## src/hw/rtl/lbp_pkg.sv

```systemverilog
// Shared types, constants and the uniform-pattern label table of the LBP core.
`default_nettype none
package lbp_pkg;

    localparam int PIX_W         = 8;
    localparam int LBL_W         = 6;
    localparam int CFG_W         = 11;
    localparam int ROW_W         = 10;
    localparam int MAX_WIDTH_DEF = 1024;
    localparam int HEIGHT_LIMIT  = 1024;
    localparam int MIN_SIZE      = 3;
    localparam int BORDER        = 2;
    localparam int LABEL_MAX     = 58;
    localparam int CODE_W        = 8;
    localparam int LUT_DEPTH     = 256;
    localparam int MAX_TRANS     = 2;

    localparam int APB_DW = 32;
    localparam int APB_AW = 3;

    localparam logic [CFG_W-1:0] WIDTH_RESET  = CFG_W'(640);
    localparam logic [CFG_W-1:0] HEIGHT_RESET = CFG_W'(480);

    // register index, taken from paddr[2]
    localparam logic REG_WIDTH  = 1'b0;
    localparam logic REG_HEIGHT = 1'b1;

    typedef struct packed {
        logic emit;
        logic last;
    } t_flags;

    typedef logic [LBL_W-1:0] t_lut [LUT_DEPTH];

    function automatic t_lut build_lut();
        t_lut              lut;
        logic [CODE_W-1:0] code;
        logic [CODE_W-1:0] rot;
        int                rank;
        rank = 0;
        for (int v = 0; v < LUT_DEPTH; v++) begin
            code = CODE_W'(v);
            rot  = {code[0], code[CODE_W-1:1]};
            if ($countones(code ^ rot) <= MAX_TRANS) begin
                rank   = rank + 1;
                lut[v] = LBL_W'(rank);
            end else begin
                lut[v] = '0;
            end
        end
        return lut;
    endfunction

    localparam t_lut LABEL_LUT = build_lut();

endpackage
`default_nettype wire

```

## src/hw/rtl/lbp_scan.sv

```systemverilog
// Raster position counters and interior / end-of-frame flags.
`default_nettype none
module lbp_scan import lbp_pkg::*; #(
    parameter int MAX_WIDTH = MAX_WIDTH_DEF,
    localparam int CW       = $clog2(MAX_WIDTH),
    localparam int WW       = CW + 1
) (
    input  logic             i_clk,
    input  logic             i_rst_n,
    input  logic             i_acc,
    input  logic [WW-1:0]    i_eff_w,
    input  logic [CFG_W-1:0] i_eff_h,
    output logic [CW-1:0]    o_col,
    output t_flags           o_flags
);

    logic [CW-1:0]    r_col;
    logic [ROW_W-1:0] r_row;
    logic [CW-1:0]    n_col;
    logic [ROW_W-1:0] n_row;
    logic [WW-1:0]    w_col_x;
    logic [CFG_W-1:0] w_row_x;
    logic [WW-1:0]    w_col_p1;
    logic [CFG_W-1:0] w_row_p1;

    assign w_col_x  = WW'(r_col);
    assign w_row_x  = CFG_W'(r_row);
    assign w_col_p1 = w_col_x + WW'(1);
    assign w_row_p1 = w_row_x + CFG_W'(1);

    assign o_col        = r_col;
    assign o_flags.emit = (w_row_x >= CFG_W'(BORDER)) && (w_col_x >= WW'(BORDER))
                       && (w_row_x < i_eff_h) && (w_col_x < i_eff_w);
    assign o_flags.last = (w_row_x == i_eff_h - CFG_W'(1)) && (w_col_x == i_eff_w - WW'(1));

    always_comb begin
        n_col = r_col;
        n_row = r_row;
        if (w_col_p1 >= i_eff_w) begin
            n_col = '0;
            if (w_row_p1 >= i_eff_h) begin
                n_row = '0;
            end else begin
                n_row = w_row_p1[ROW_W-1:0];
            end
        end else begin
            n_col = w_col_p1[CW-1:0];
        end
    end

    always_ff @(posedge i_clk) begin
        if (!i_rst_n) begin
            r_col <= '0;
            r_row <= '0;
        end else if (i_acc) begin
            r_col <= n_col;
            r_row <= n_row;
        end
    end

endmodule
`default_nettype wire

```

## config.mk

```make
export PLATFORM = sky130hd
export DESIGN_NAME = lbp_scan
export DESIGN_NICKNAME = d
export VERILOG_FILES = /design/src/hw/rtl/lbp_pkg.sv /design/src/hw/rtl/lbp_scan.sv
export SDC_FILE = /design/constraint.sdc
export NUM_CORES = 1
export LEC_CHECK = 0
export CAP_MARGIN = 20
export CORE_ASPECT_RATIO = 0.7
export CORE_UTILIZATION = 56
export CTS_CLUSTER_DIAMETER = 40
export DETAILED_ROUTE_END_ITERATION = 6
export DONT_BUFFER_PORTS = 1
export HOLD_SLACK_MARGIN = 0.02
export MAX_ROUTING_LAYER = met4
export PLACE_DENSITY = 0.77
export SYNTH_ARGS = -nofsm -noshare
export SYNTH_HDL_FRONTEND = slang
export SYNTH_SLANG_ARGS = --single-unit
```

## constraint.sdc

```tcl
create_clock -name i_clk -period 9.7 [get_ports i_clk]
set_input_delay 1.94 -clock i_clk [delete_from_list [all_inputs] [get_ports i_clk]]
set_output_delay 1.94 -clock i_clk [all_outputs]
set_load 0.02 [all_outputs]
```

==> results of run 1 <==
power breakdown:
group	switching, mW	internal [mW]
Combinational	0.0246	0.0189
Sequential	0.00341	0.0830
Clock	0.0295	0.0551
sequential cells by signal (all words and copies together) (netlist names):
name,flops
o_col,10
r_row,10
worst min path at each step:
stage	from	endpoint	slack (ns)
5_1_grt	r_row[0]	r_row[0]	0.64
3_5_place_dp	r_row[1]	r_row[1]	0.58
6_report	r_row[1]	r_row[1]	0.60
3_3_place_gp	r_row[1]	r_row[1]	0.57
2_1_floorplan	r_row[1]	r_row[1]	0.52
4_1_cts	r_row[1]	r_row[1]	0.60
cells by family (layout without fill, tap and decap cells):
family                   count (synthesis)  after routing
AND/OR/NAND/NOR                        120            120
AO/OA/AOI/OAI                           76             76
adder cells (fa/ha/maj)                 48             48
buffers and inverters                   45             38
XOR/XNOR                                44             44
flip-flops                              20             20
multiplexers                             1              1
area by class of cell:
class / count / share of cell area [%]
multi-input combinational: 289 / 76.0
clock buffer: 3 / 1.44
timing repair buffer: 1 / 0.262
tap: 66 / 2.88
sequential: 20 / 14.0
inverter: 33 / 4.33
clock inverter: 1 / 1.05
per-layer routing:
layer	track usage [%]	wire (um)	vias to the layer above
met1	41.5	3380	1189
met5	-	0	-
met2	39.5	2790	125
li1	-	-	1270
met4	4.52	38	0
met3	6.67	766	6
synthesized netlist by cell type (3+ instances only):
library cell  instances  share of area (%)
clkbuf_1             10                1.4
dfxtp_1              20                 15
nand2_1              13                1.8
nor2b_1               7                1.6
a21oi_1              18                3.3
a21o_1                4                1.1
nor4_1                5                1.1
nor2_1               22                3.0
or2_2                 4               0.91
o21ai_0              18                3.3
nand4_1               6                1.4
or3_1                 4               0.91
ha_1                 48                 22
xor2_1               19                6.1
nor3_1               12                2.2
a211oi_1              5                1.4
nand2b_1              5                1.1
nand3_1              11                2.0
a22o_1                4                1.3
xnor2_1              25                8.0
o21a_1                3               0.82
or4_1                 7                1.9
o22ai_1               4               0.91
inv_1                33                4.5
o211ai_1              3               0.82
and3_1               12                2.7
per-stage QoR:
| stage | utilization, % | cell area, um2 | worst slack, ns |
|---|---|---|---|
| after floorplan | - | 2750 | 3.51 |
| after global placement | 61.5 | 2780 | 3.41 |
| after detailed placement | 61.5 | 2780 | 3.34 |
| after CTS | 63.0 | 2860 | 3.34 |
| after global routing | 63.2 | 2860 | 3.27 |
| final | 63.2 | 2860 | 3.35 |
critical path: stages:
cell	delay, ns
inv_1	0.11
ha_1	0.26
xnor2_1	0.13
or4_4	0.51
a2111oi_4	0.27
o211ai_1	0.15
or4_1	0.55
nor4_2	0.49
==> impl_metrics.ini, run 1 <==
[timing]
rsz0062_at_grt = no
tightest_slew_ns = 0.557
finalCriticalPeriod_ns = 6.35
whs_ns = 0.602
hold_violations = 0
max_freq_mhz = 157
finalSetupViolations = 0
final-max-slew-violation-count = 0
slew_headroom_pct = 62.6
clock_skew_ns = 0.00720
timing.final.crit_share_pct = 65.5
fin_setup_tns_ns = 0

[clocking]
cts-root-buf = clkbuf_8
numCtsBuffers = 3
postCtsHoldBufs = 0
cts_setup_buffers = 0
cts_max_path_buffers = 2
cts_resized = 0
clock_latency_ns = 0.26
path_clk_slew_ns = 0.08
htree_levels = 1
cts_tree = built
cts_sinks = 20

[power_and_ir_drop]
power_mw = 0.215
power_leakage_nw = 1.34
p_per_area_mw_per_mm2 = 74.9
vdd_drop_max_mv = 0.0787

[yosys]
synthesis.nets = 427
synth_edf_count = 0
synth_fa_ha_area_share_pct = 21.9
synth_compound_area_share_pct = 18.6
syn-cell-area_mm2 = 0.00275
synthCells = 354
muxShareOfSynthArea_pct = 0.364
synth-xor-area-share_pct = 14.0
ys_async_sr_fraction_pct = 0
synthFlopType = dfxtp_1
ys_seq_area_share_pct = 14.6
synth_top_family_by_area = simple AND/OR/NAND/NOR gates
syn-mean-instance-area_um2 = 7.76
ys_types = 50
yosysWarnings = 0
yosys.area_share.simple_pct = 24.4
synth-seq-cells = 20

[worst_setup_path]
crit_type = input port to primary output
cp.arrival_ns = 4.41
timing.rr.start = o_col[1]
cp-end-kind = primary output
rr_worst_depth = 13
cp_max_fo = 4
rrSetupSlack_ns = 6.24
start_kind = input port
reg2reg_to = r_row[2]
crit_required_ns = 7.76
critPathLaunch = i_eff_w[1]
crit_path_end = o_flags[0]

[placement]
dp.cells = 408
dp_hpwl_um = 5750
routabilityCongestion = 0.952
portBuffers = 0

[floorplan]
io_pins = 37
die_area_mm2 = 0.00519
start_util_pct = 60.6
die_x_um = 85.7
die_h_um = 60.6
rows = 20
core_area_mm2 = 0.00453

[final_layout]
area_growth_pct = 4.24
fill_cells = 397
fin_nets = 421
regArea_um2 = 400
mostFrequentLayoutCells = ha_1 (48), inv_1 (33), xnor2_1 (25)
multi_input_area_mm2 = 0.00218
instances_no_fill = 413
drive_above_1_share_pct = 4.32
diodes = 0
layout_commonest_cell = ha_1

[run]
maxCapViolations = 0

[grt]
grt_pass1_wl_um = 11200
grt_pass1_vias = 2328
grt_max_degree = 16
antenna_found_initial = 0
grt_use_total_pct = 28.3
overflow = 0

[detailed_routing]
first_iter_violations = 204
via_count = 2590
ant_nets = 0
drcViolationCount = 0
wire_per_inst_um = 16.9
viasPerCell = 6.27
firstDrtPassIters = 4
finalWirelength_um = 6980

[worst_hold_path]
hold_path.class = register to register
min_path_cells = 2

[run_status]
status = completed
Note: power is estimated with default switching activity, not from simulation.
==> run 2, diff against run 1 <==
--- a/config.mk
+++ b/config.mk
@@ -13,7 +13,7 @@
 export DONT_BUFFER_PORTS = 1
 export HOLD_SLACK_MARGIN = 0.02
 export MAX_ROUTING_LAYER = met4
-export PLACE_DENSITY = 0.77
+export PLACE_DENSITY = 0.8
 export SYNTH_ARGS = -nofsm -noshare
 export SYNTH_HDL_FRONTEND = slang
 export SYNTH_SLANG_ARGS = --single-unit
==> constraint.sdc (replaced) <==
create_clock -name i_clk -period 5.1 [get_ports i_clk]
set_input_delay 1.02 -clock i_clk [delete_from_list [all_inputs] [get_ports i_clk]]
set_output_delay 1.02 -clock i_clk [all_outputs]
set_load 0.02 [all_outputs]
==> run 2 against run 1 <==
Count of clock-buffer cells in the layout up 1. Non-clock buffer count is the same. Combinational power up 90%. Sequential share of layout area grew 0.080 points. Final cell count did not move. Largest cell class unchanged. Largest power group unchanged.
==> impl_metrics.ini, run 2 (synthesis gave the netlist of run 1 again) <==
[run_status]
status = completed

[timing]
final-max-slew-violation-count = 0
fin_setup_tns_ns = 0
max_freq_mhz = 224
tightest_slew_ns = 0.593
timing.final.crit_share_pct = 87.5
hold_violations = 0
clock_skew_ns = 0.00226
finalCriticalPeriod_ns = 4.46
rsz0062_at_grt = no
finalSetupViolations = 0
slew_headroom_pct = 60.3

[worst_setup_path]
cp-end-kind = primary output
cp.arrival_ns = 3.44
crit_required_ns = 4.08
cp_max_fo = 4
start_kind = input port
path_buf_inv = 1
slowest_delay_ns = 0.53
critPathTopFamily = simple AND/OR/NAND/NOR gates
crit_slowest_cell = or4_1
crit_type = input port to primary output
crit_chain = inv_1, ha_1, xnor2_1, or4_4, a2111oi_4, o211ai_1, or4_1, nor4_2

[floorplan]
core_area_mm2 = 0.00453
die_area_mm2 = 0.00519
io_pins = 37
die_h_um = 60.6
die_x_um = 85.7
start_util_pct = 60.6
rows = 20

[power_and_ir_drop]
p_per_area_mw_per_mm2 = 130
power_leakage_nw = 1.34
vdd_drop_max_mv = 0.0692
power_mw = 0.370

[run]
maxCapViolations = 0

[placement]
portBuffers = 0
dp.cells = 409
routabilityCongestion = 0.924
dp_hpwl_um = 5630
place_area_mm2 = 0.00279

[detailed_routing]
wire_per_inst_um = 16.4
via_count = 2570
firstDrtPassIters = 4
viasPerCell = 6.22
first_iter_violations = 144
drcViolationCount = 0
finalWirelength_um = 6780
ant_nets = 0

[grt]
overflow = 0
grt_pass1_wl_um = 11400
grt_use_total_pct = 28.8
grt_pass1_vias = 2397
grt_max_degree = 14
antenna_found_initial = 0

[clocking]
cts_sinks = 20
numCtsBuffers = 3
cts_resized = 0
clock_latency_ns = 0.26
htree_levels = 1
postCtsHoldBufs = 0
cts_max_path_buffers = 2
path_clk_slew_ns = 0.07
cts_tree = built
cts-root-buf = clkbuf_8
cts_setup_buffers = 0

[final_layout]
diodes = 0
area_growth_pct = 3.64
drive_above_1_share_pct = 4.32
layout_commonest_cell = ha_1
instances_no_fill = 413
mostFrequentLayoutCells = ha_1 (48), inv_1 (33), xnor2_1 (25)
fill_cells = 394
final_cell_area_mm2 = 0.00285
fin_nets = 421

[worst_hold_path]
hold_path.class = register to register
==> run 2: changes by cell type in the layout (fill, tap and decap cells not counted) <==
cell | before | now
clkbuf_8 | 3 | 4
bufinv_16 | 1 | 0
==> run 2: area by class of cell <==
cell class                 instances  area (um2)  share of cell area, %
inverter                          33         124                   4.35
multi-input combinational        289        2180                   76.5
clock buffer                       4        55.1                   1.93
tap                               66        82.6                   2.90
timing repair buffer               1        7.51                  0.264
sequential                        20         400                   14.1
==> run 2: worst reg2reg max path: stages, from the launching register on <==
cell      delay, ns
dfxtp_1        0.61
ha_1           0.31
and3_1         0.24
and3_1         0.25
and3_1         0.19
xnor2_1        0.15
inv_1          0.07
ha_1           0.29
nand4_1        0.10
or2_2          0.31
o211ai_1       0.50
o21ai_0        0.19
a22o_1         0.22
==> run 2: worst paths after layout <==
kind,slack [ns],from,cells after the start,end
worst max-delay path,0.64,i_eff_w[1],8,o_flags[0]
worst max register to register,1.56,o_col[1],12,r_row[6]
worst min register to register,0.60,r_row[1],2,r_row[1]
worst min-delay path,0.60,r_row[1],2,r_row[1]
==> run 2: stage by stage <==
step	utilization, %	worst slack (ns)	hold WS, ns
floorplan	-	0.746	0.523
global placement	61.6	0.667	0.575
detailed placement	61.6	0.622	0.584
CTS	62.8	0.621	0.595
global route	62.8	0.542	0.634
finish	62.8	0.640	0.601
==> run 2: layer usage <==
layer | global-route usage [%] | routed length, um | vias to the layer above
met1 | 40.6 | 3400 | 1182
met3 | 5.58 | 532 | 14
met2 | 41.7 | 2730 | 99
met4 | 8.33 | 109 | 0
met5 | - | 0 | -
li1 | - | - | 1275
==> run 2: where the power goes <==
part / internal, mW / total (mW) / switching [mW]
Clock: 0.0688 / 0.122 / 0.0536
Sequential: 0.158 / 0.164 / 0.00646
Combinational: 0.0361 / 0.0828 / 0.0467
Total: 0.263 / 0.370 / 0.107
