### src/hw/rtl/lbp_pkg.sv
// Shared types, constants and the uniform-pattern label table of the LBP core.
`default_nettype none
package lbp_pkg;

    localparam int PIX_W         = 8;
    localparam int LBL_W         = 6;
    localparam int CFG_W         = 11;
    localparam int ROW_W         = 10;
    localparam int MAX_WIDTH_DEF = 1024;
    localparam int HEIGHT_LIMIT  = 1024;
    localparam int MIN_SIZE      = 3;
    localparam int BORDER        = 2;
    localparam int LABEL_MAX     = 58;
    localparam int CODE_W        = 8;
    localparam int LUT_DEPTH     = 256;
    localparam int MAX_TRANS     = 2;

    localparam int APB_DW = 32;
    localparam int APB_AW = 3;

    localparam logic [CFG_W-1:0] WIDTH_RESET  = CFG_W'(640);
    localparam logic [CFG_W-1:0] HEIGHT_RESET = CFG_W'(480);

    // register index, taken from paddr[2]
    localparam logic REG_WIDTH  = 1'b0;
    localparam logic REG_HEIGHT = 1'b1;

    typedef struct packed {
        logic emit;
        logic last;
    } t_flags;

    typedef logic [LBL_W-1:0] t_lut [LUT_DEPTH];

    function automatic t_lut build_lut();
        t_lut              lut;
        logic [CODE_W-1:0] code;
        logic [CODE_W-1:0] rot;
        int                rank;
        rank = 0;
        for (int v = 0; v < LUT_DEPTH; v++) begin
            code = CODE_W'(v);
            rot  = {code[0], code[CODE_W-1:1]};
            if ($countones(code ^ rot) <= MAX_TRANS) begin
                rank   = rank + 1;
                lut[v] = LBL_W'(rank);
            end else begin
                lut[v] = '0;
            end
        end
        return lut;
    endfunction

    localparam t_lut LABEL_LUT = build_lut();

endpackage
`default_nettype wire

### src/hw/rtl/lbp_cfg.sv
// APB register file and effective frame size of the LBP core.
`default_nettype none
module lbp_cfg import lbp_pkg::*; #(
    parameter int MAX_WIDTH = MAX_WIDTH_DEF,
    localparam int WW       = $clog2(MAX_WIDTH) + 1
) (
    input  logic              i_clk,
    input  logic              i_rst_n,
    input  logic              psel,
    input  logic              penable,
    input  logic              pwrite,
    input  logic [APB_AW-1:0] paddr,
    input  logic [APB_DW-1:0] pwdata,
    output logic [APB_DW-1:0] prdata,
    output logic              pready,
    output logic [WW-1:0]     o_eff_w,
    output logic [CFG_W-1:0]  o_eff_h
);

    localparam int EW = (WW > CFG_W) ? WW : CFG_W;

    logic [CFG_W-1:0] r_width;
    logic [CFG_W-1:0] r_height;
    logic             w_wr;
    logic             w_idx;
    logic [EW-1:0]    w_wext;
    logic [EW-1:0]    w_weff;

    assign w_wr   = psel && penable && pwrite;
    assign w_idx  = paddr[2];
    assign pready = 1'b1;

    always_ff @(posedge i_clk) begin
        if (!i_rst_n) begin
            r_width  <= WIDTH_RESET;
            r_height <= HEIGHT_RESET;
        end else if (w_wr) begin
            case (w_idx)
                REG_WIDTH:  r_width  <= pwdata[CFG_W-1:0];
                REG_HEIGHT: r_height <= pwdata[CFG_W-1:0];
                default: ;
            endcase
        end
    end

    always_comb begin
        case (w_idx)
            REG_WIDTH:  prdata = APB_DW'(r_width);
            REG_HEIGHT: prdata = APB_DW'(r_height);
            default:    prdata = '0;
        endcase
    end

    assign w_wext = EW'(r_width);

    always_comb begin
        if (w_wext < EW'(MIN_SIZE)) begin
            w_weff = EW'(MIN_SIZE);
        end else if (w_wext > EW'(MAX_WIDTH)) begin
            w_weff = EW'(MAX_WIDTH);
        end else begin
            w_weff = w_wext;
        end
    end

    assign o_eff_w = w_weff[WW-1:0];

    always_comb begin
        if (r_height < CFG_W'(MIN_SIZE)) begin
            o_eff_h = CFG_W'(MIN_SIZE);
        end else if (r_height > CFG_W'(HEIGHT_LIMIT)) begin
            o_eff_h = CFG_W'(HEIGHT_LIMIT);
        end else begin
            o_eff_h = r_height;
        end
    end

endmodule
`default_nettype wire

### config.mk
export PLATFORM = sky130hd
export DESIGN_NAME = lbp_cfg
export DESIGN_NICKNAME = d
export VERILOG_FILES = /design/src/hw/rtl/lbp_pkg.sv /design/src/hw/rtl/lbp_cfg.sv
export SDC_FILE = /design/constraint.sdc
export NUM_CORES = 1
export LEC_CHECK = 0
export ABC_AREA = 1
export BUFFER_PORTS_ARGS = -buffer_cell sky130_fd_sc_hd__buf_2
export CELL_PAD_IN_SITES_DETAIL_PLACEMENT = 1
export CELL_PAD_IN_SITES_GLOBAL_PLACEMENT = 2
export CORE_UTILIZATION = 20
export DETAILED_ROUTE_END_ITERATION = 10
export GPL_TIMING_DRIVEN = 0
export PLACE_DENSITY = 0.89
export SETUP_SLACK_MARGIN = 0.5
export SYNTH_ARGS = -nofsm -noshare
export SYNTH_HDL_FRONTEND = slang
export SYNTH_SLANG_ARGS = --single-unit
### constraint.sdc
create_clock -name i_clk -period 2.8 [get_ports i_clk]
set_input_delay 0.42 -clock i_clk [delete_from_list [all_inputs] [get_ports i_clk]]
set_output_delay 0.42 -clock i_clk [all_outputs]
set_load 0.02 [all_outputs]
==> impl_metrics.yaml, run 1 <==
routing:
  first_pass_iters: 4
  wl_met1_um: 1817
  drt_iter0_markers: 82
  drt-total-wl_um: 3988
  vias: 1416
  drc: 0
  avgRoutedWirePerCell_um: 11.14
  top_layer: "met4"
  dr_wl_met3_um: 206
  drtAntennaViolNets: 0
  route.met2.wl_um: 1927
  routed_via_density: 3.955
sta:
  hold_viol_final: 0
  slew_headroom_pct: 65.83
  finalCritPeriodShare_pct: 69.26
  tns_ns: 0
  fmax_mhz: 515.7
  fin_hold_ws_ns: 0.4005
  finalSetupViolCount: 0
  finClkSkew_ns: 0
  tightest_slew_ns: 0.5107
  finalCriticalPeriod_ns: 1.939
  fin_ws_ns: 0.8607
  rsz0062_at_grt: "no"
  slew_viol_final: 0
layout:
  final_nets: 322
  area_delta_synth_final_pct: 35.90
  drive_gt1_share_pct: 29.18
  fin_util_pct: 28.12
  antenna_cells: 0
  post_layout_nonfiller_instances: 358
pwr:
  p_leak_uw: 0.0009559
  peakVddDrop_v: 0.0001659
  power_density_nw_per_um2: 414.9
yosys:
  ys.flop_type: "dfxtp_1"
  ys_warn_count: 0
  yosys.area_share.simple_pct: 28.19
  synth_xor_area_share_pct: 0
  syn-cell-area_um2: 1314
  synth_top_family_by_area: "simple AND/OR/NAND/NOR gates"
  synth_top_area_share_pct: 33.52
  synth.distinct_cells: 19
  synth_fa_ha_area_share_pct: 0
  synthMuxAreaShare_pct: 0
  async_flop_share_pct: 0
  synth_most_common_cell: "nor2_1"
  postSynthCellCount: 208
  synth_edf_count: 0
  synth.ff_latch_count: 22
  synth.area.top_cells: "dfxtp_1, nor2_1, buf_4"
  synth_compound_area_share_pct: 15.05
  syn_area_per_cell_um2: 6.316
  ys_seq_area_share_pct: 33.52
  yosysTopAreaCell: "dfxtp_1"
  ys_top_cells_by_count: "nor2_1, o21ai_0, inv_1"
critical_path:
  reg2reg_setup_slack_ns: 2.08
  reg2regPathDepth: 2
  timing.critical_path.to: "o_eff_w[3]"
  reg2reg_from: "r_height[5]"
  cp_max_fo: 8
  cp-end-kind: "output pin"
  cp.arrival_ns: 1.52
  crit_required_ns: 2.38
  worstSetupPathType: "reg2out"
  critPathLaunch: "r_width[6]"
  worst_r2r_endpoint: "r_height[5]"
  start_kind: "register"
place:
  port_buffers: 49
  place.gp.congestion: 0.7652
  placedCellCount: 354
  post-place-ws_ns: 1.030
  hpwl_um: 3410
global_routing:
  grt_pass1_wl_um: 6727
  antenna_found_initial: 0
  overflow: 0
  grt_max_degree: 13
  grtUsageTotal_pct: 11.87
  grt_pass1_vias: 1451
floorplan:
  dieWidth_um: 83.05
  std_cell_rows: 29
  die_h_um: 83.05
  io_pins: 95
  start_util_pct: 20.69
  core_um2: 6350
  dieArea_um2: 6897
clock_tree:
  clkSinkCount: 22
  cts-resized-gates: 0
  clkSlewWorstSetupHoldPaths_ns: 0.09
  cts-root-buf: "clkbuf_8"
  cts_buffer_depth: 2
  cts_buffers: 3
  postCtsSetupRepairBufs: 0
  worstSkewPairLatency_ns: 0.26
  ctsHoldBuffers: 0
  cts_tree: "done"
  cts.htree.levels: 1
min_path:
  min_path_type: "in2reg"
status:
  status: "finished, final reports clean"
job:
  drv_cap: 0
==> state kept, by name, summed over array words and instances, names as in the netlist <==
| signal | cells |
|---|---|
| r_width | 11 |
| r_height | 11 |
==> critical path: stages (launching register included) <==
cell and delay [ns]:
dfxtp_1 0.36, nor2_1 0.06, nand3_1 0.12, nor2_1 0.05, nor2_1 0.40, nor2_1 0.09, buf_2 0.18
==> logic make-up (layout without fill, tap and decap cells) <==
logic type | count (synthesis) | after routing
flops | 22 | 22
other cells | 2 | 22
compound gates | 36 | 36
simple gates | 92 | 92
buf+inv | 56 | 109
==> worst min path at each step <==
stage | from | to | slack [ns] | cells after the start
after floorplan | r_width[10] | r_width[10] | 0.50 | 2
after global placement | r_width[9] | r_width[9] | 0.52 | 2
after detailed placement | r_width[9] | r_width[9] | 0.53 | 2
after CTS | pwdata[6] | r_height[6] | 0.40 | 3
after global routing | pwdata[5] | r_height[5] | 0.42 | 3
final | pwdata[9] | r_width[9] | 0.40 | 3
==> cell type report <==
class                   count  area, um^2
well taps                  77       96.34
plain buffers              30       200.2
clock buffers               4       55.05
inverters                  26       97.59
flip-flops and latches     22       440.4
repair buffers             49       245.2
fillers                   823        4564
multi-input cells         150       650.6
==> where the power goes <==
| part | switching (uW) | internal [uW] | total [uW] | leakage [uW] |
|---|---|---|---|---|
| logic | 111 | 61.0 | 172 | 0.000748 |
| clock network | 110 | 125 | 235 | 0.0000288 |
| registers | 10.1 | 324 | 334 | 0.000179 |
==> layout by cell type (no fill, tap or decap), drive strengths merged <==
cell     n
buf     73
nor2    64
o21ai   27
inv     26
conb    22
dfxtp   22
nand2   21
clkbuf  10
o211ai   6
nand3    6
a21oi    2
o21a     1
nand4    1
==> per-stage QoR <==
step	area [um^2]	total power (uW)
global placement	1730	512.5
detailed placement	1730	514.0
finish	1785	740.8
global route	1785	774.9
CTS	1785	745.9
floorplan	1389	460.3
==> metal layers <==
layer / vias to the layer above / track usage, %
met5: - / 0
met4: 0 / 3.292
met3: 2 / 2.187
met2: 32 / 21.01
met1: 638 / 14.64
li1: 744 / -
No activity file was read; power rests on OpenSTA's default activity.
==> inputs of run 2 (changes only) <==
--- a/config.mk
+++ b/config.mk
@@ -9,10 +9,10 @@
 export BUFFER_PORTS_ARGS = -buffer_cell sky130_fd_sc_hd__buf_2
 export CELL_PAD_IN_SITES_DETAIL_PLACEMENT = 1
 export CELL_PAD_IN_SITES_GLOBAL_PLACEMENT = 2
-export CORE_UTILIZATION = 20
+export CORE_UTILIZATION = 17
 export DETAILED_ROUTE_END_ITERATION = 10
 export GPL_TIMING_DRIVEN = 0
-export PLACE_DENSITY = 0.89
+export PLACE_DENSITY = 0.81
 export SETUP_SLACK_MARGIN = 0.5
 export SYNTH_ARGS = -nofsm -noshare
 export SYNTH_HDL_FRONTEND = slang
==> constraint.sdc (replaced) <==
create_clock -name i_clk -period 1.6 [get_ports i_clk]
set_input_delay 0.24 -clock i_clk [delete_from_list [all_inputs] [get_ports i_clk]]
set_output_delay 0.24 -clock i_clk [all_outputs]
set_load 0.02 [all_outputs]
==> impl_metrics.yaml, run 2 (synthesis gave the netlist of run 1 again) <==
pwr:
  switching_share_pct: 32.57
  peakVddDrop_v: 0.0002461
  p_clk_share_pct: 28.9
  comb_power_share_pct: 31.3
  finalPower_uw: 1462
  share_seq_of_total_power_pct: 39.8
  p_leak_uw: 0.001182
  p_int_uw: 986.1
  p_sw_uw: 476.2
  power_density_nw_per_um2: 566.8
global_routing:
  grt_pass1_vias: 1735
  overflow: 0
  grt_pass1_wl_um: 8079
  antenna_found_initial: 0
  grt_max_degree: 13
  grtUsageTotal_pct: 12.37
clock_tree:
  cts_buffer_depth: 2
  cts_tree: "done"
  cts-root-buf: "clkbuf_8"
  clkSinkCount: 22
  cts_buffers: 3
  worstSkewPairLatency_ns: 0.27
  cts.htree.levels: 1
  clkSlewWorstSetupHoldPaths_ns: 0.09
floorplan:
  dieArea_um2: 8084
  std_cell_rows: 31
  die_h_um: 89.91
  io_pins: 95
  core_um2: 7370
  start_util_pct: 17.83
  dieWidth_um: 89.91
critical_path:
  start_kind: "register"
  crit_buf_inv: 2
  cp.arrival_ns: 1.40
  cp_max_fo: 7
  crit_cells: 7
  reg2reg_from: "r_height[0]"
  crit_family: "simple AND/OR/NAND/NOR gates"
  cpPeakStageDelay_ns: 0.35
  cp_slowest_cell: "dfxtp_2"
  worst_r2r_endpoint: "r_height[0]"
  cp-end-kind: "output pin"
  worstSetupPathType: "reg2out"
  reg2regPathDepth: 4
  cpMostUsedCell: "nor2_4"
  worstPathCellList: "nor2_2 > nand3_1 > nor2_4 > nor2_4 > buf_12 > nor2_4 > buf_6"
  reg2reg_setup_slack_ns: 0.64
  crit_required_ns: 1.36
routing:
  drt_iter0_markers: 29
  drtAntennaViolNets: 0
  avgRoutedWirePerCell_um: 12.29
  vias: 1562
  drt-total-wl_um: 4880
  first_pass_iters: 4
  routed_via_density: 3.935
  drc: 0
sta:
  finalCriticalPeriod_ns: 1.642
  rsz0062_at_grt: "yes"
  finalCritPeriodShare_pct: 102.6
  finalSetupViolCount: 15
  slew_headroom_pct: 66.14
  hold_viol_final: 0
  tightest_slew_ns: 0.5079
  slew_viol_final: 0
  finClkSkew_ns: 0
  fin_hold_ws_ns: 0.2079
  fmax_mhz: 609.0
  tns_ns: -0.2733
  fin_ws_ns: -0.04196
min_path:
  hold-path-endpoint: "r_width[6]"
  hold_start: "pwdata[6]"
  min_path_type: "in2reg"
  whs_path_depth: 3
layout:
  final_nets: 339
  antenna_cells: 0
  post_layout_nonfiller_instances: 397
  final_cell_mix: "buf_6, buf_4, nor2_1"
  top_regs: "r_height (11), r_width (11)"
  area_delta_synth_final_pct: 96.38
  drive_gt1_share_pct: 61.41
  fillers: 901
  final_common_cell: "buf_6"
job:
  drv_cap: 0
place:
  port_buffers: 49
  place.gp.congestion: 0.7605
  placedCellCount: 376
  hpwl_um: 3656
status:
  violations: "negative setup slack"
  status: "finished, violations left"
[run 2: changes by cell type in the layout (fill, tap and decap cells not counted), sizes merged]
cell	before	now
buf	73	90
[run 2: stage by stage]
stage / utilization, % / cell area [um^2] / worst slack [ns]
final: 35.01 / 2580 / -0.04196
after global routing: 35.01 / 2580 / -0.1168
after CTS: 32.51 / 2396 / -0.05390
after detailed placement: 25.16 / 1854 / 0.09219
after global placement: 25.16 / 1854 / 0.1189
after floorplan: - / 1485 / 0.4309
[run 2: layer usage]
metal	GRT usage, %	vias to the layer above	routed length (um)
li1	-	779	-
met1	15.45	729	2186
met2	21.99	49	2423
met3	2.792	5	241
met4	2.016	0	29
met5	0	-	0
[run 2: cell type report]
cell class	instances	area, um^2	share of cell area [%]
multi-input combinational	150	948.4	36.76
timing repair buffer	66	625.6	24.25
sequential	22	490.5	19.01
buffer	30	231.5	8.972
tap	99	123.9	4.801
inverter	26	105.1	4.074
clock buffer	4	55.05	2.134
[run 2: timing repair]
item | 4_1_cts | 5_1_grt
pin swaps | 13 | 14
hold buffers | 0 | 0
setup endpoints to repair | 33 | 33
resized for setup | 132 | 39
setup buffers | 11 | 6
[run 2: worst min-delay path: stages]
cell    delay (ns)
buf_2         0.09
nor2_1        0.04
nor2_1        0.08
[run 2: worst max path at each step]
stage / to / slack (ns) / start
after detailed placement: prdata[6] / 0.09 / paddr[2]
after global routing: o_eff_w[9] / -0.12 / r_width[9]
after global placement: prdata[5] / 0.12 / paddr[2]
final: o_eff_w[6] / -0.04 / r_width[8]
after floorplan: o_eff_w[2] / 0.43 / r_width[9]
after CTS: o_eff_w[9] / -0.05 / r_width[3]
[run 2: power groups by stage]
stage,Combinational (uW),Sequential (uW),Clock [uW]
2_1_floorplan,233,593,0
3_3_place_gp,323,598,0
3_5_place_dp,326,599,0
4_1_cts,425,588,428
5_1_grt,492,584,446
6_report,457,582,423
==> inputs of run 3 (changes only) <==
--- a/config.mk
+++ b/config.mk
@@ -5,11 +5,11 @@
 export SDC_FILE = /design/constraint.sdc
 export NUM_CORES = 1
 export LEC_CHECK = 0
-export ABC_AREA = 1
 export BUFFER_PORTS_ARGS = -buffer_cell sky130_fd_sc_hd__buf_2
+export CAP_MARGIN = 20
 export CELL_PAD_IN_SITES_DETAIL_PLACEMENT = 1
 export CELL_PAD_IN_SITES_GLOBAL_PLACEMENT = 2
-export CORE_UTILIZATION = 17
+export CORE_UTILIZATION = 19
 export DETAILED_ROUTE_END_ITERATION = 10
 export GPL_TIMING_DRIVEN = 0
 export PLACE_DENSITY = 0.81
==> impl_metrics.yaml, run 3 <==
yosys:
  synth_edf_count: 0
  synth_most_common_cell: "buf_4"
  synth_top_area_share_pct: 33.15
  syn_area_per_cell_um2: 8.742
  syn-cell-area_um2: 1329
  postSynthCellCount: 152
  async_flop_share_pct: 0
  ys_warn_count: 0
  synth.ff_latch_count: 22
  ys.flop_type: "dfxtp_1"
  ys_seq_area_share_pct: 33.15
  synth.area.top_cells: "dfxtp_1, buf_4, mux2_2"
  yosysTopAreaCell: "dfxtp_1"
  ys_top_cells_by_count: "buf_4, dfxtp_1, nand2_1, nor2b_1, nand3_1"
  synth.distinct_cells: 21
global_routing:
  use_met3_pct: 2.117
  use_met2_pct: 21.96
  grt_pass1_vias: 1294
  grt_max_degree: 12
  grtUsageTotal_pct: 12.15
  busiest_layer: "met2"
  grt_pass1_wl_um: 6782
  antenna_found_initial: 0
  overflow: 0
  grtUsageMet1_pct: 14.25
clock_tree:
  cts_buffers: 3
  cts.htree.levels: 1
  clkSinkCount: 22
  cts_buffer_depth: 2
  clkSlewWorstSetupHoldPaths_ns: 0.08
  ctsHoldBuffers: 0
  cts-root-buf: "clkbuf_8"
  worstSkewPairLatency_ns: 0.26
  cts_tree: "done"
critical_path:
  start_kind: "register"
  reg2reg_setup_slack_ns: 0.63
  crit_family: "simple AND/OR/NAND/NOR gates"
  timing.critical_path.to: "o_eff_h[1]"
  crit_required_ns: 1.36
  critPathLaunch: "r_height[2]"
  crit_cells: 4
  cpPeakStageDelay_ns: 0.39
  worstSetupPathType: "reg2out"
  crit_buf_inv: 1
  worst_r2r_endpoint: "r_height[10]"
  cp.arrival_ns: 1.34
  cp_slowest_cell: "nor4_4"
  worstPathCellList: "nor4_4 > a21oi_2 > nor2_2 > buf_6"
  cp-end-kind: "output pin"
  reg2regPathDepth: 5
  reg2reg_from: "r_height[10]"
  cp_max_fo: 2
place:
  place.gp.congestion: 0.7325
  placed_area_um2: 1790
  hpwl_um: 3033
  port_buffers: 49
pwr:
  finalPower_uw: 1286
  p_leak_uw: 0.001206
  power_density_nw_per_um2: 507.6
  peakVddDrop_v: 0.0002107
floorplan:
  dieWidth_um: 85.63
  die_h_um: 85.63
  start_util_pct: 19.67
  dieArea_um2: 7332
  core_um2: 6756
  std_cell_rows: 30
  io_pins: 95
sta:
  tightest_slew_ns: 0.5120
  fmax_mhz: 633.0
  slew_viol_final: 0
  finalCritPeriodShare_pct: 98.74
  finClkSkew_ns: 0
  rsz0062_at_grt: "yes"
  slew_headroom_pct: 65.87
  finalSetupViolCount: 0
  fin_hold_ws_ns: 0.2175
  hold_viol_final: 0
  finalCriticalPeriod_ns: 1.580
layout:
  drive_gt1_share_pct: 69.39
  final_area_um2: 2534
  antenna_cells: 0
  area_delta_synth_final_pct: 90.68
  final_cell_mix: "buf_6, buf_4, conb_1"
  top_regs: "r_height (11), r_width (11)"
  final_nets: 287
routing:
  drt-total-wl_um: 4586
  avgRoutedWirePerCell_um: 14.11
  vias: 1338
  drc: 0
  drtAntennaViolNets: 0
  routed_via_density: 4.117
  drt_iter0_markers: 35
  first_pass_iters: 3
status:
  status: "finished, final reports clean"
min_path:
  min_path_type: "in2reg"
job:
  drv_cap: 0
==> run 3: layout make-up <==
type / count / area (um^2)
Multi-Input combinational cell: 117 / 933.4
Buffer: 33 / 275.3
Clock buffer: 3 / 41.29
Timing Repair Buffer: 70 / 688.2
Tap cell: 80 / 100.1
Sequential cell: 22 / 495.5
Fill cell: 762 / 4223
==> run 3: worst min-delay path by stage <==
stage                 from          end  slack [ns]  cells after the start
6_report         pwdata[6]  r_height[6]        0.22                      3
5_1_grt          pwdata[8]  r_height[8]        0.22                      3
4_1_cts          pwdata[5]   r_width[5]        0.22                      3
3_5_place_dp   r_height[1]  r_height[1]        0.48                      2
3_3_place_gp     pwdata[6]  r_height[6]        0.47                      3
2_1_floorplan    pwdata[5]  r_height[5]        0.37                      2
==> run 3: report_power, final <==
| group | switching, uW | internal, uW | total [uW] |
|---|---|---|---|
| logic | 189 | 184 | 373 |
| clock network | 182 | 168 | 350 |
| registers | 17.2 | 546 | 563 |
==> run 3: repair_timing <==
| action | 4_1_cts | 5_1_grt |
|---|---|---|
| setup endpoints to repair | 33 | 33 |
| cloned | 2 | 0 |
| resized for setup | 110 | 35 |
| pin swaps | 9 | 2 |
| setup buffers | 13 | 6 |
==> run 3: kinds of logic after synthesis <==
group	synth area share (%)
buf+inv	17.32
simple gates	25.61
other cells	0.5652
mux	13.84
flops	33.14
compound gates	9.510
==> run 3: tightest hold or removal path, delay by kind of cell <==
kind	cells	cell delay [ns]
buf+inv	1	0.09
simple gates	1	0.06
mux	1	0.06
==> run 3: through the flow <==
stage	cells	utilization, %	worst slack (ns)	TNS (ns)
global route	325	37.50	-0.05263	-0.1754
finish	325	37.50	0.02022	0
global placement	301	26.50	0.1928	0
CTS	319	34.83	0.02006	0
floorplan	172	-	0.4264	0
detailed placement	301	26.50	0.1821	0
==> run 3: routing by layer <==
layer  up-vias  wire (um)  share of wire, %
li1        656          -                 -
met1       638       1904                42
met2        40       2416                53
met3         4        209               4.6
met4         0         56               1.2
met5         -          0                 0
